[src/rtl/ptt_pkg.sv]
// Package: widths, request and status codes, and sizes for the periodic timer table.
`default_nettype none

package ptt_pkg;

   localparam int DATA_W          = 32;
   localparam int REQ_W           = 2;
   localparam int STATUS_W        = 3;
   localparam int MAX_TIMERS_DEF  = 16;
   localparam int RESULT_LIMIT    = 16;
   localparam int FIRE_CNT_W      = $clog2(RESULT_LIMIT + 1);

   localparam logic [REQ_W-1:0] REQ_ADD    = 2'd0;
   localparam logic [REQ_W-1:0] REQ_DELETE = 2'd1;
   localparam logic [REQ_W-1:0] REQ_TICK   = 2'd2;
   localparam logic [REQ_W-1:0] REQ_UNUSED = 2'd3;

   localparam logic [STATUS_W-1:0] STS_ADDED     = 3'd0;
   localparam logic [STATUS_W-1:0] STS_FULL      = 3'd1;
   localparam logic [STATUS_W-1:0] STS_DELETED   = 3'd2;
   localparam logic [STATUS_W-1:0] STS_NOT_FOUND = 3'd3;
   localparam logic [STATUS_W-1:0] STS_FIRED     = 3'd4;

endpackage

`default_nettype wire

[src/rtl/ptt_if.sv]
// Interfaces: request and response channels of the periodic timer table.
`default_nettype none

interface ptt_req_if
   import ptt_pkg::*;
   ();
   logic              valid;
   logic              ready;
   logic [REQ_W-1:0]  req_type;
   logic [DATA_W-1:0] start_delay;
   logic [DATA_W-1:0] period;
   logic [DATA_W-1:0] target_handle;

   modport source (output valid, output req_type, output start_delay, output period,
                   output target_handle, input ready);
   modport sink (input valid, input req_type, input start_delay, input period,
                 input target_handle, output ready);
endinterface

interface ptt_rsp_if
   import ptt_pkg::*;
   ();
   logic                valid;
   logic                ready;
   logic [STATUS_W-1:0] status;
   logic [DATA_W-1:0]   result_handle;
   logic                last_of_run;

   modport source (output valid, output status, output result_handle, output last_of_run,
                   input ready);
   modport sink (input valid, input status, input result_handle, input last_of_run,
                 output ready);
endinterface

`default_nettype wire

[src/rtl/periodic_timer_table.sv]
// Top level: table of delayed periodic timers scanned one slot per cycle, held while a beat waits.
// Requests: one request per scan; a new request is taken only in the idle state, after the
// scan of the previous one has ended. The scan walks the slot memory at one slot per cycle,
// and holds while the response side holds back a beat.
// Reset (synchronous): empty table, tick counter 0, next handle 1, no response pending.
`default_nettype none

module periodic_timer_table
   import ptt_pkg::*;
#(
   parameter int MAX_TIMERS = MAX_TIMERS_DEF
) (
   input  wire logic clock,
   input  wire logic reset,
   ptt_req_if.sink   req_ch,
   ptt_rsp_if.source rsp_ch
);

   localparam int IDX_W = (MAX_TIMERS > 1) ? $clog2(MAX_TIMERS) : 1;
   localparam int CNT_W = $clog2(MAX_TIMERS + 1);

   typedef enum logic [1:0] {S_IDLE, S_SCAN, S_FLUSH} state_type;

   state_type               state_ff, state_in;
   logic [REQ_W-1:0]        op_ff, op_in;
   logic [DATA_W-1:0]       delay_ff, delay_in;
   logic [DATA_W-1:0]       period_ff, period_in;
   logic [DATA_W-1:0]       target_ff, target_in;
   logic [DATA_W-1:0]       now_ff, now_in;
   logic [DATA_W-1:0]       next_handle_ff, next_handle_in;
   logic [MAX_TIMERS-1:0]   valid_ff, valid_in;
   logic [MAX_TIMERS-1:0]   started_ff, started_in;
   logic [CNT_W-1:0]        idx_ff, idx_in;
   logic                    eval_vld_ff, eval_vld_in;
   logic [IDX_W-1:0]        eval_idx_ff, eval_idx_in;
   logic [FIRE_CNT_W-1:0]   fire_cnt_ff, fire_cnt_in;
   logic                    pend_vld_ff, pend_vld_in;
   logic [DATA_W-1:0]       pend_handle_ff, pend_handle_in;
   logic                    rsp_valid_ff, rsp_valid_in;
   logic [STATUS_W-1:0]     rsp_status_ff, rsp_status_in;
   logic [DATA_W-1:0]       rsp_handle_ff, rsp_handle_in;
   logic                    rsp_last_ff, rsp_last_in;

   logic [DATA_W-1:0] mem_handle  [MAX_TIMERS];
   logic [DATA_W-1:0] mem_created [MAX_TIMERS];
   logic [DATA_W-1:0] mem_delay   [MAX_TIMERS];
   logic [DATA_W-1:0] mem_period  [MAX_TIMERS];
   logic [DATA_W-1:0] mem_last    [MAX_TIMERS];

   logic [DATA_W-1:0] rd_handle_ff, rd_created_ff, rd_delay_ff, rd_period_ff, rd_last_ff;

   logic              rd_en;
   logic              add_we;
   logic              fire_we;
   logic              req_accept;
   logic              out_free;
   logic              eval_valid;
   logic              eval_started;
   logic [DATA_W-1:0] base_time;
   logic [DATA_W-1:0] threshold;
   logic [DATA_W-1:0] elapsed;
   logic [DATA_W-1:0] handle_inc;
   logic              hit;
   logic              scan_done;
   logic              stall;

   assign req_ch.ready        = (state_ff == S_IDLE);
   assign req_accept          = req_ch.valid && req_ch.ready;
   assign rsp_ch.valid        = rsp_valid_ff;
   assign rsp_ch.status       = rsp_status_ff;
   assign rsp_ch.result_handle = rsp_handle_ff;
   assign rsp_ch.last_of_run  = rsp_last_ff;

   assign out_free     = !rsp_valid_ff || rsp_ch.ready;
   assign eval_valid   = valid_ff[eval_idx_ff];
   assign eval_started = started_ff[eval_idx_ff];
   assign base_time    = eval_started ? rd_last_ff : rd_created_ff;
   assign threshold    = eval_started ? rd_period_ff : rd_delay_ff;
   assign elapsed      = now_ff - base_time;
   assign handle_inc   = next_handle_ff + DATA_W'(1);
   assign scan_done    = !eval_vld_ff && (idx_ff == CNT_W'(MAX_TIMERS));

   always_comb begin
      case (op_ff)
         REQ_ADD:    hit = eval_vld_ff && !eval_valid;
         REQ_DELETE: hit = eval_vld_ff && eval_valid && (rd_handle_ff == target_ff);
         REQ_TICK:   hit = eval_vld_ff && eval_valid && (elapsed > threshold);
         default:    hit = 1'b0;
      endcase
   end

   always_comb begin
      state_in       = state_ff;
      op_in          = op_ff;
      delay_in       = delay_ff;
      period_in      = period_ff;
      target_in      = target_ff;
      now_in         = now_ff;
      next_handle_in = next_handle_ff;
      valid_in       = valid_ff;
      started_in     = started_ff;
      idx_in         = idx_ff;
      eval_vld_in    = eval_vld_ff;
      eval_idx_in    = eval_idx_ff;
      fire_cnt_in    = fire_cnt_ff;
      pend_vld_in    = pend_vld_ff;
      pend_handle_in = pend_handle_ff;
      rsp_valid_in   = rsp_valid_ff && !rsp_ch.ready;
      rsp_status_in  = rsp_status_ff;
      rsp_handle_in  = rsp_handle_ff;
      rsp_last_in    = rsp_last_ff;
      rd_en          = 1'b0;
      add_we         = 1'b0;
      fire_we        = 1'b0;
      stall          = 1'b0;

      unique case (state_ff)
         S_IDLE: begin
            if (req_accept) begin
               op_in       = req_ch.req_type;
               delay_in    = req_ch.start_delay;
               period_in   = req_ch.period;
               target_in   = req_ch.target_handle;
               idx_in      = '0;
               eval_vld_in = 1'b0;
               fire_cnt_in = '0;
               pend_vld_in = 1'b0;
               if (req_ch.req_type == REQ_TICK) begin
                  now_in = now_ff + DATA_W'(1);
               end
               state_in = (req_ch.req_type == REQ_UNUSED) ? S_FLUSH : S_SCAN;
            end
         end

         S_SCAN: begin
            if (hit) begin
               if (op_ff == REQ_TICK) begin
                  if (pend_vld_ff && !out_free) begin
                     stall = 1'b1;
                  end else begin
                     if (pend_vld_ff) begin
                        rsp_valid_in  = 1'b1;
                        rsp_status_in = STS_FIRED;
                        rsp_handle_in = pend_handle_ff;
                        rsp_last_in   = 1'b0;
                     end
                     pend_vld_in             = 1'b1;
                     pend_handle_in          = rd_handle_ff;
                     started_in[eval_idx_ff] = 1'b1;
                     fire_we                 = 1'b1;
                     fire_cnt_in             = fire_cnt_ff + FIRE_CNT_W'(1);
                     if (fire_cnt_ff == FIRE_CNT_W'(RESULT_LIMIT - 1)) begin
                        state_in = S_FLUSH;
                     end
                  end
               end else if (!out_free) begin
                  stall = 1'b1;
               end else begin
                  rsp_valid_in            = 1'b1;
                  rsp_last_in             = 1'b1;
                  started_in[eval_idx_ff] = 1'b0;
                  state_in                = S_IDLE;
                  if (op_ff == REQ_ADD) begin
                     rsp_status_in         = STS_ADDED;
                     rsp_handle_in         = next_handle_ff;
                     valid_in[eval_idx_ff] = 1'b1;
                     add_we                = 1'b1;
                     next_handle_in = (handle_inc == '0) ? DATA_W'(1) : handle_inc;
                  end else begin
                     rsp_status_in         = STS_DELETED;
                     rsp_handle_in         = target_ff;
                     valid_in[eval_idx_ff] = 1'b0;
                  end
               end
            end else if (scan_done) begin
               if (op_ff == REQ_TICK) begin
                  state_in = S_FLUSH;
               end else if (out_free) begin
                  rsp_valid_in  = 1'b1;
                  rsp_status_in = (op_ff == REQ_ADD) ? STS_FULL : STS_NOT_FOUND;
                  rsp_handle_in = '0;
                  rsp_last_in   = 1'b1;
                  state_in      = S_IDLE;
               end
            end

            // advance the read pipeline one slot
            if (!stall && state_in == S_SCAN) begin
               if (idx_ff != CNT_W'(MAX_TIMERS)) begin
                  rd_en       = 1'b1;
                  eval_vld_in = 1'b1;
                  eval_idx_in = idx_ff[IDX_W-1:0];
                  idx_in      = idx_ff + CNT_W'(1);
               end else begin
                  eval_vld_in = 1'b0;
               end
            end
         end

         S_FLUSH: begin
            if (!pend_vld_ff) begin
               state_in = S_IDLE;
            end else if (out_free) begin
               rsp_valid_in  = 1'b1;
               rsp_status_in = STS_FIRED;
               rsp_handle_in = pend_handle_ff;
               rsp_last_in   = 1'b1;
               pend_vld_in   = 1'b0;
               state_in      = S_IDLE;
            end
         end

         default: begin
            state_in = S_IDLE;
         end
      endcase
   end

   always_ff @(posedge clock) begin
      if (reset) begin
         state_ff       <= S_IDLE;
         now_ff         <= '0;
         next_handle_ff <= DATA_W'(1);
         valid_ff       <= '0;
         started_ff     <= '0;
         idx_ff         <= '0;
         eval_vld_ff    <= 1'b0;
         fire_cnt_ff    <= '0;
         pend_vld_ff    <= 1'b0;
         rsp_valid_ff   <= 1'b0;
      end else begin
         state_ff       <= state_in;
         now_ff         <= now_in;
         next_handle_ff <= next_handle_in;
         valid_ff       <= valid_in;
         started_ff     <= started_in;
         idx_ff         <= idx_in;
         eval_vld_ff    <= eval_vld_in;
         fire_cnt_ff    <= fire_cnt_in;
         pend_vld_ff    <= pend_vld_in;
         rsp_valid_ff   <= rsp_valid_in;
      end
      op_ff          <= op_in;
      delay_ff       <= delay_in;
      period_ff      <= period_in;
      target_ff      <= target_in;
      eval_idx_ff    <= eval_idx_in;
      pend_handle_ff <= pend_handle_in;
      rsp_status_ff  <= rsp_status_in;
      rsp_handle_ff  <= rsp_handle_in;
      rsp_last_ff    <= rsp_last_in;
   end

   always_ff @(posedge clock) begin
      if (add_we) begin
         mem_handle[eval_idx_ff]  <= next_handle_ff;
         mem_created[eval_idx_ff] <= now_ff;
         mem_delay[eval_idx_ff]   <= delay_ff;
         mem_period[eval_idx_ff]  <= period_ff;
      end
      if (fire_we) begin
         mem_last[eval_idx_ff] <= now_ff;
      end
      if (rd_en) begin
         rd_handle_ff  <= mem_handle[idx_ff[IDX_W-1:0]];
         rd_created_ff <= mem_created[idx_ff[IDX_W-1:0]];
         rd_delay_ff   <= mem_delay[idx_ff[IDX_W-1:0]];
         rd_period_ff  <= mem_period[idx_ff[IDX_W-1:0]];
         rd_last_ff    <= mem_last[idx_ff[IDX_W-1:0]];
      end
   end

endmodule

`default_nettype wire

[src/flat_wrapper.sv]
// flat-port wrapper written by rule: the top's interface ports become plain ports
module periodic_timer_table_flat import ptt_pkg::*;
#(
   parameter int MAX_TIMERS = MAX_TIMERS_DEF
)
  (clock, reset, req_ch_valid, req_ch_req_type, req_ch_start_delay, req_ch_period, req_ch_target_handle, req_ch_ready, rsp_ch_valid, rsp_ch_status, rsp_ch_result_handle, rsp_ch_last_of_run, rsp_ch_ready);
  ptt_req_if req_ch_i ();
  ptt_rsp_if rsp_ch_i ();
  input  wire logic clock;
  input  wire logic reset;
  input wire logic [$bits(req_ch_i.valid)-1:0] req_ch_valid;
  input wire logic [$bits(req_ch_i.req_type)-1:0] req_ch_req_type;
  input wire logic [$bits(req_ch_i.start_delay)-1:0] req_ch_start_delay;
  input wire logic [$bits(req_ch_i.period)-1:0] req_ch_period;
  input wire logic [$bits(req_ch_i.target_handle)-1:0] req_ch_target_handle;
  output wire logic [$bits(req_ch_i.ready)-1:0] req_ch_ready;
  output wire logic [$bits(rsp_ch_i.valid)-1:0] rsp_ch_valid;
  output wire logic [$bits(rsp_ch_i.status)-1:0] rsp_ch_status;
  output wire logic [$bits(rsp_ch_i.result_handle)-1:0] rsp_ch_result_handle;
  output wire logic [$bits(rsp_ch_i.last_of_run)-1:0] rsp_ch_last_of_run;
  input wire logic [$bits(rsp_ch_i.ready)-1:0] rsp_ch_ready;
  assign req_ch_i.valid = req_ch_valid;
  assign req_ch_i.req_type = req_ch_req_type;
  assign req_ch_i.start_delay = req_ch_start_delay;
  assign req_ch_i.period = req_ch_period;
  assign req_ch_i.target_handle = req_ch_target_handle;
  assign req_ch_ready = req_ch_i.ready;
  assign rsp_ch_valid = rsp_ch_i.valid;
  assign rsp_ch_status = rsp_ch_i.status;
  assign rsp_ch_result_handle = rsp_ch_i.result_handle;
  assign rsp_ch_last_of_run = rsp_ch_i.last_of_run;
  assign rsp_ch_i.ready = rsp_ch_ready;
  periodic_timer_table #(.MAX_TIMERS(MAX_TIMERS)) u_core (.clock(clock), .reset(reset), .req_ch(req_ch_i), .rsp_ch(rsp_ch_i));
endmodule
[config.mk]
export PLATFORM = sky130hd
export DESIGN_NAME = periodic_timer_table_flat
export DESIGN_NICKNAME = d
export VERILOG_FILES = /design/src/rtl/ptt_pkg.sv /design/src/rtl/ptt_if.sv /design/src/rtl/periodic_timer_table.sv /design/src/flat_wrapper.sv
export SDC_FILE = /design/constraint.sdc
export NUM_CORES = 2
export LEC_CHECK = 0
export BUFFER_PORTS_ARGS = -buffer_cell sky130_fd_sc_hd__buf_4
export CAP_MARGIN = 30
export CORE_ASPECT_RATIO = 1.25
export CORE_UTILIZATION = 45
export CTS_CLUSTER_DIAMETER = 120
export DETAILED_ROUTE_END_ITERATION = 12
export SYNTH_ARGS = -nofsm -noshare
export SYNTH_HDL_FRONTEND = slang
export SYNTH_SLANG_ARGS = --single-unit
[constraint.sdc]
create_clock -name clock -period 57.6 [get_ports clock]
set_clock_uncertainty 0.2 [all_clocks]
set_input_delay 2.88 -clock clock [delete_from_list [all_inputs] [get_ports clock]]
set_output_delay 2.88 -clock clock [all_outputs]
set_load 0.03 [all_outputs]
==> reports/metrics.csv <==
metric,value,unit
initial antenna violation count,9,
H-tree depth,5,
fin worst setup slack,46.45,ns
routed len/inst,30.1,um
Max Fclk,0.0897,GHz
multiplexer share of the synthesized area,16.4,%
sequential fraction of the synthesis area,76.7,%
total power draw,0.00441,W
syn_area_per_cell,22.1,um2
Fin. Hold Viols,0,
Initial DRT Pass Iterations,12,
Slew Limit Fails,0,
hold-fix buffers at CTS,0,
Total GRT Usage,21.2,%
Main synth FF type,edfxtp_1,
Synth cell types,86,
outcome,"complete, but fails checks",
sequential power share,55.0,%
worst vdd ir,0.0236,mV
reg-to-reg startpoint,u_core.eval_idx_ff[0],
CTS sink cnt,3001,
Clock Tree Buf Depth,4,
Die H,570,um
row cnt,208,
violated checks,design-rule violations,
die area,260000,um2
Post-CTS Setup Bufs,0,
Slew HR,24.2,%
vias in the first global route,56000,
hold_sp,u_core.rd_handle_ff[27],
P&R area growth vs syn,13.3,%
"commonest non-fill, non-tap cell in the layout",edfxtp_1,
vias,54400,
Final min period,11.15,ns
Antenna Violating Nets Remaining,0,
final RePlAce weighted congestion,0.818,
met3 GRT Util,2.59,%
CTS buffer count,295,
Synth Cell Area,116000,um2
Net Sw Frac,20.4,%
CTS tree,done,
max-cap viol count,0,
Critical Path AT,11.45,ns
Die X,456,um
Synth Register Bits,3001,
WS Path Type,reg2reg,
Initial DRC Count,5118,
Synth Area in Adders,0.837,%
quantity of gates resized following cts,0,
"EDFF count, synth",2890,
Initial Util,45.2,%
number of fill cells,20000,
Ys Warns,0,
Final Cycle Share,19.4,%
CTS Root Cell,clkbuf_16,
GR Util met2,36.1,%
RSZ-0062 raised after global routing,no,
"Net Count, Synth",5438,
setup TNS,0,ns
pwr/cell area,33.5,nW/um2
clock-pin slew of the registers on the worst-case setup and hold paths,0.07,ns
drc violations,2,
Clock Power Share,43.0,%
Port Buffers,139,
Leakage,36.7,nW
pre-CTS WS,46.06,ns
CP Launch Type,flop,
M1 GR Usage,29.4,%
Worst Hold Class,reg2reg,
Cell Int Power,0.00351,W
Post-layout nets,5754,
crit end category,flop,
Psw,0.000898,W
worst setup path start,u_core.eval_idx_ff[0],
"Req. time, crit path",57.90,ns
CP max FO,46,
Post-Synth XOR/XNOR Area,0.740,%
Comb pwr share,2.0,%
hold path cells,0,
GR peak layer,met2,
most frequent cells in the layout,"edfxtp_1, mux4_2, clkbuf_16, buf_4, nand2_1",
layout cells sized above 1,27.0,%
final-report setup violation count,0,
largest net degree at the start of global routing,143,
reg2reg path depth,27,
post-synthesis compound-gate area fraction,1.85,%
Synth async-reset ratio,0,%
Slew @ Worst Pin,1.14,ns
Syn Inst Count,5259,
clock latency on the worst-skew pair,0.89,ns
global route overflow,0,
post-DP HPWL,147000,um
boundary pin count,140,
global-route wire length before repair,401000,um
post-synthesis simple-gate area fraction,2.45,%
Core ar.,257000,um2
routed vias/inst,5.94,
largest family of logic cells by synthesized area,multiplexers,
WL final,276000,um
[registers in the layout, indices dropped and copies added (netlist names), 3 cells and up, named ones only]
signal and count:
u_core.next_handle_ff 32, u_core.fire_cnt_ff 5, u_core.pend_handle_ff 32, u_core.rd_created_ff 32, u_core.eval_idx_ff 4, u_core.rd_handle_ff 32, u_core.delay_ff 32, u_core.rsp_ch.result_handle 32
u_core.mem_created 512, u_core.mem_last 512, u_core.target_ff 32, u_core.rd_delay_ff 32, u_core.idx_ff 5, u_core.mem_period 512, u_core.mem_handle 512, u_core.mem_delay 512
u_core.rd_period_ff 32, u_core.rsp_ch.status 3, u_core.period_ff 32, u_core.rd_last_ff 32, u_core.now_ff 32
[cell type report]
cell class	count	area (um2)	share of cell area, %
well taps	3360	4200	3.20
clock buffers	347	7680	5.85
multi-input cells	1959	26100	19.8
flip-flops and latches	3001	89000	67.7
inverters	34	133	0.101
repair buffers	284	2630	2.00
diodes	1	2.50	0.00190
clock inverters	172	1700	1.29
[per-stage QoR]
stage / hold WS [ns] / cells / utilization, % / instance area (um2)
6_report: 0.224 / 9158 / 51.2 / 131000
5_1_grt: 0.235 / 9158 / 51.2 / 131000
4_1_cts: 0.226 / 9146 / 51.1 / 131000
3_5_place_dp: 0.257 / 8627 / 47.5 / 122000
3_3_place_gp: 0.253 / 8622 / 47.4 / 122000
2_1_floorplan: 0.206 / 5259 / - / 116000
[power by group through the flow]
| stage | combinational (W) | clock [W] | sequential (W) |
|---|---|---|---|
| after floorplan | 0.0000480 | 0 | 0.00247 |
| after global placement | 0.0000880 | 0 | 0.00247 |
| after detailed placement | 0.0000889 | 0 | 0.00247 |
| after CTS | 0.0000891 | 0.00193 | 0.00242 |
| after global routing | 0.0000941 | 0.00201 | 0.00243 |
| final | 0.0000879 | 0.00189 | 0.00242 |
[worst max-delay path, stage by stage (launching register included)]
cell and delay, ns:
edfxtp_1 0.83, mux4_2 0.60, mux4_4 1.00, buf_4 0.49, mux2i_1 0.20, ha_1 0.27, or4_1 0.52, o22ai_1 0.42
o21ai_0 0.31, a41oi_1 0.46, o21ai_0 0.28, a211o_1 0.31, a21oi_1 0.17, xnor2_1 0.10, ha_1 0.32, nand4_1 0.15
or4_1 0.57, nor3b_1 0.24, o41ai_1 0.20, buf_4 0.20, nand4_1 0.14, nand3_2 0.10, buf_4 0.34, nor2_4 0.17
buf_4 0.50, buf_4 0.85, buf_4 0.39, buf_16 0.32
[layer usage]
| metal | vias up | part of all wire, % |
|---|---|---|
| met5 | - | 0 |
| met4 | 0 | 2.1 |
| met3 | 330 | 5.4 |
| met2 | 1747 | 51 |
| met1 | 29600 | 42 |
| li1 | 22700 | - |
[logic make-up (layout without fill, tap and decap cells)]
family	Yosys count	in the layout
xor+xnor	98	98
fa+ha+maj	77	77
simple gates	544	544
compound gates	328	328
mux	912	912
flops	3001	3001
buf+inv	299	837
other cells	0	1
[final timing paths]
kind                                     to  slack [ns]
hold / removal    u_core.pend_handle_ff[27]        0.22
hold reg to reg   u_core.pend_handle_ff[27]        0.22
setup / recovery  u_core.mem_period[10][18]       46.45
setup reg to reg  u_core.mem_period[10][18]       46.45
[cell usage after synthesis, drive strengths merged, types with 34 or more instances]
library cell	count	area share (%)
ha	76	0.82
xnor2	65	0.49
edfxtp	2890	75
mux4	788	15
mux2i	120	1.0
nor2	126	0.41
nand3	60	0.28
dfxtp	111	1.9
nand2	136	0.44
clkbuf	174	0.56
nand4	48	0.28
buf	91	0.37
inv	34	0.11
a21oi	79	0.35
o21ai	89	0.38
Note: power is estimated with default switching activity, not from simulation.
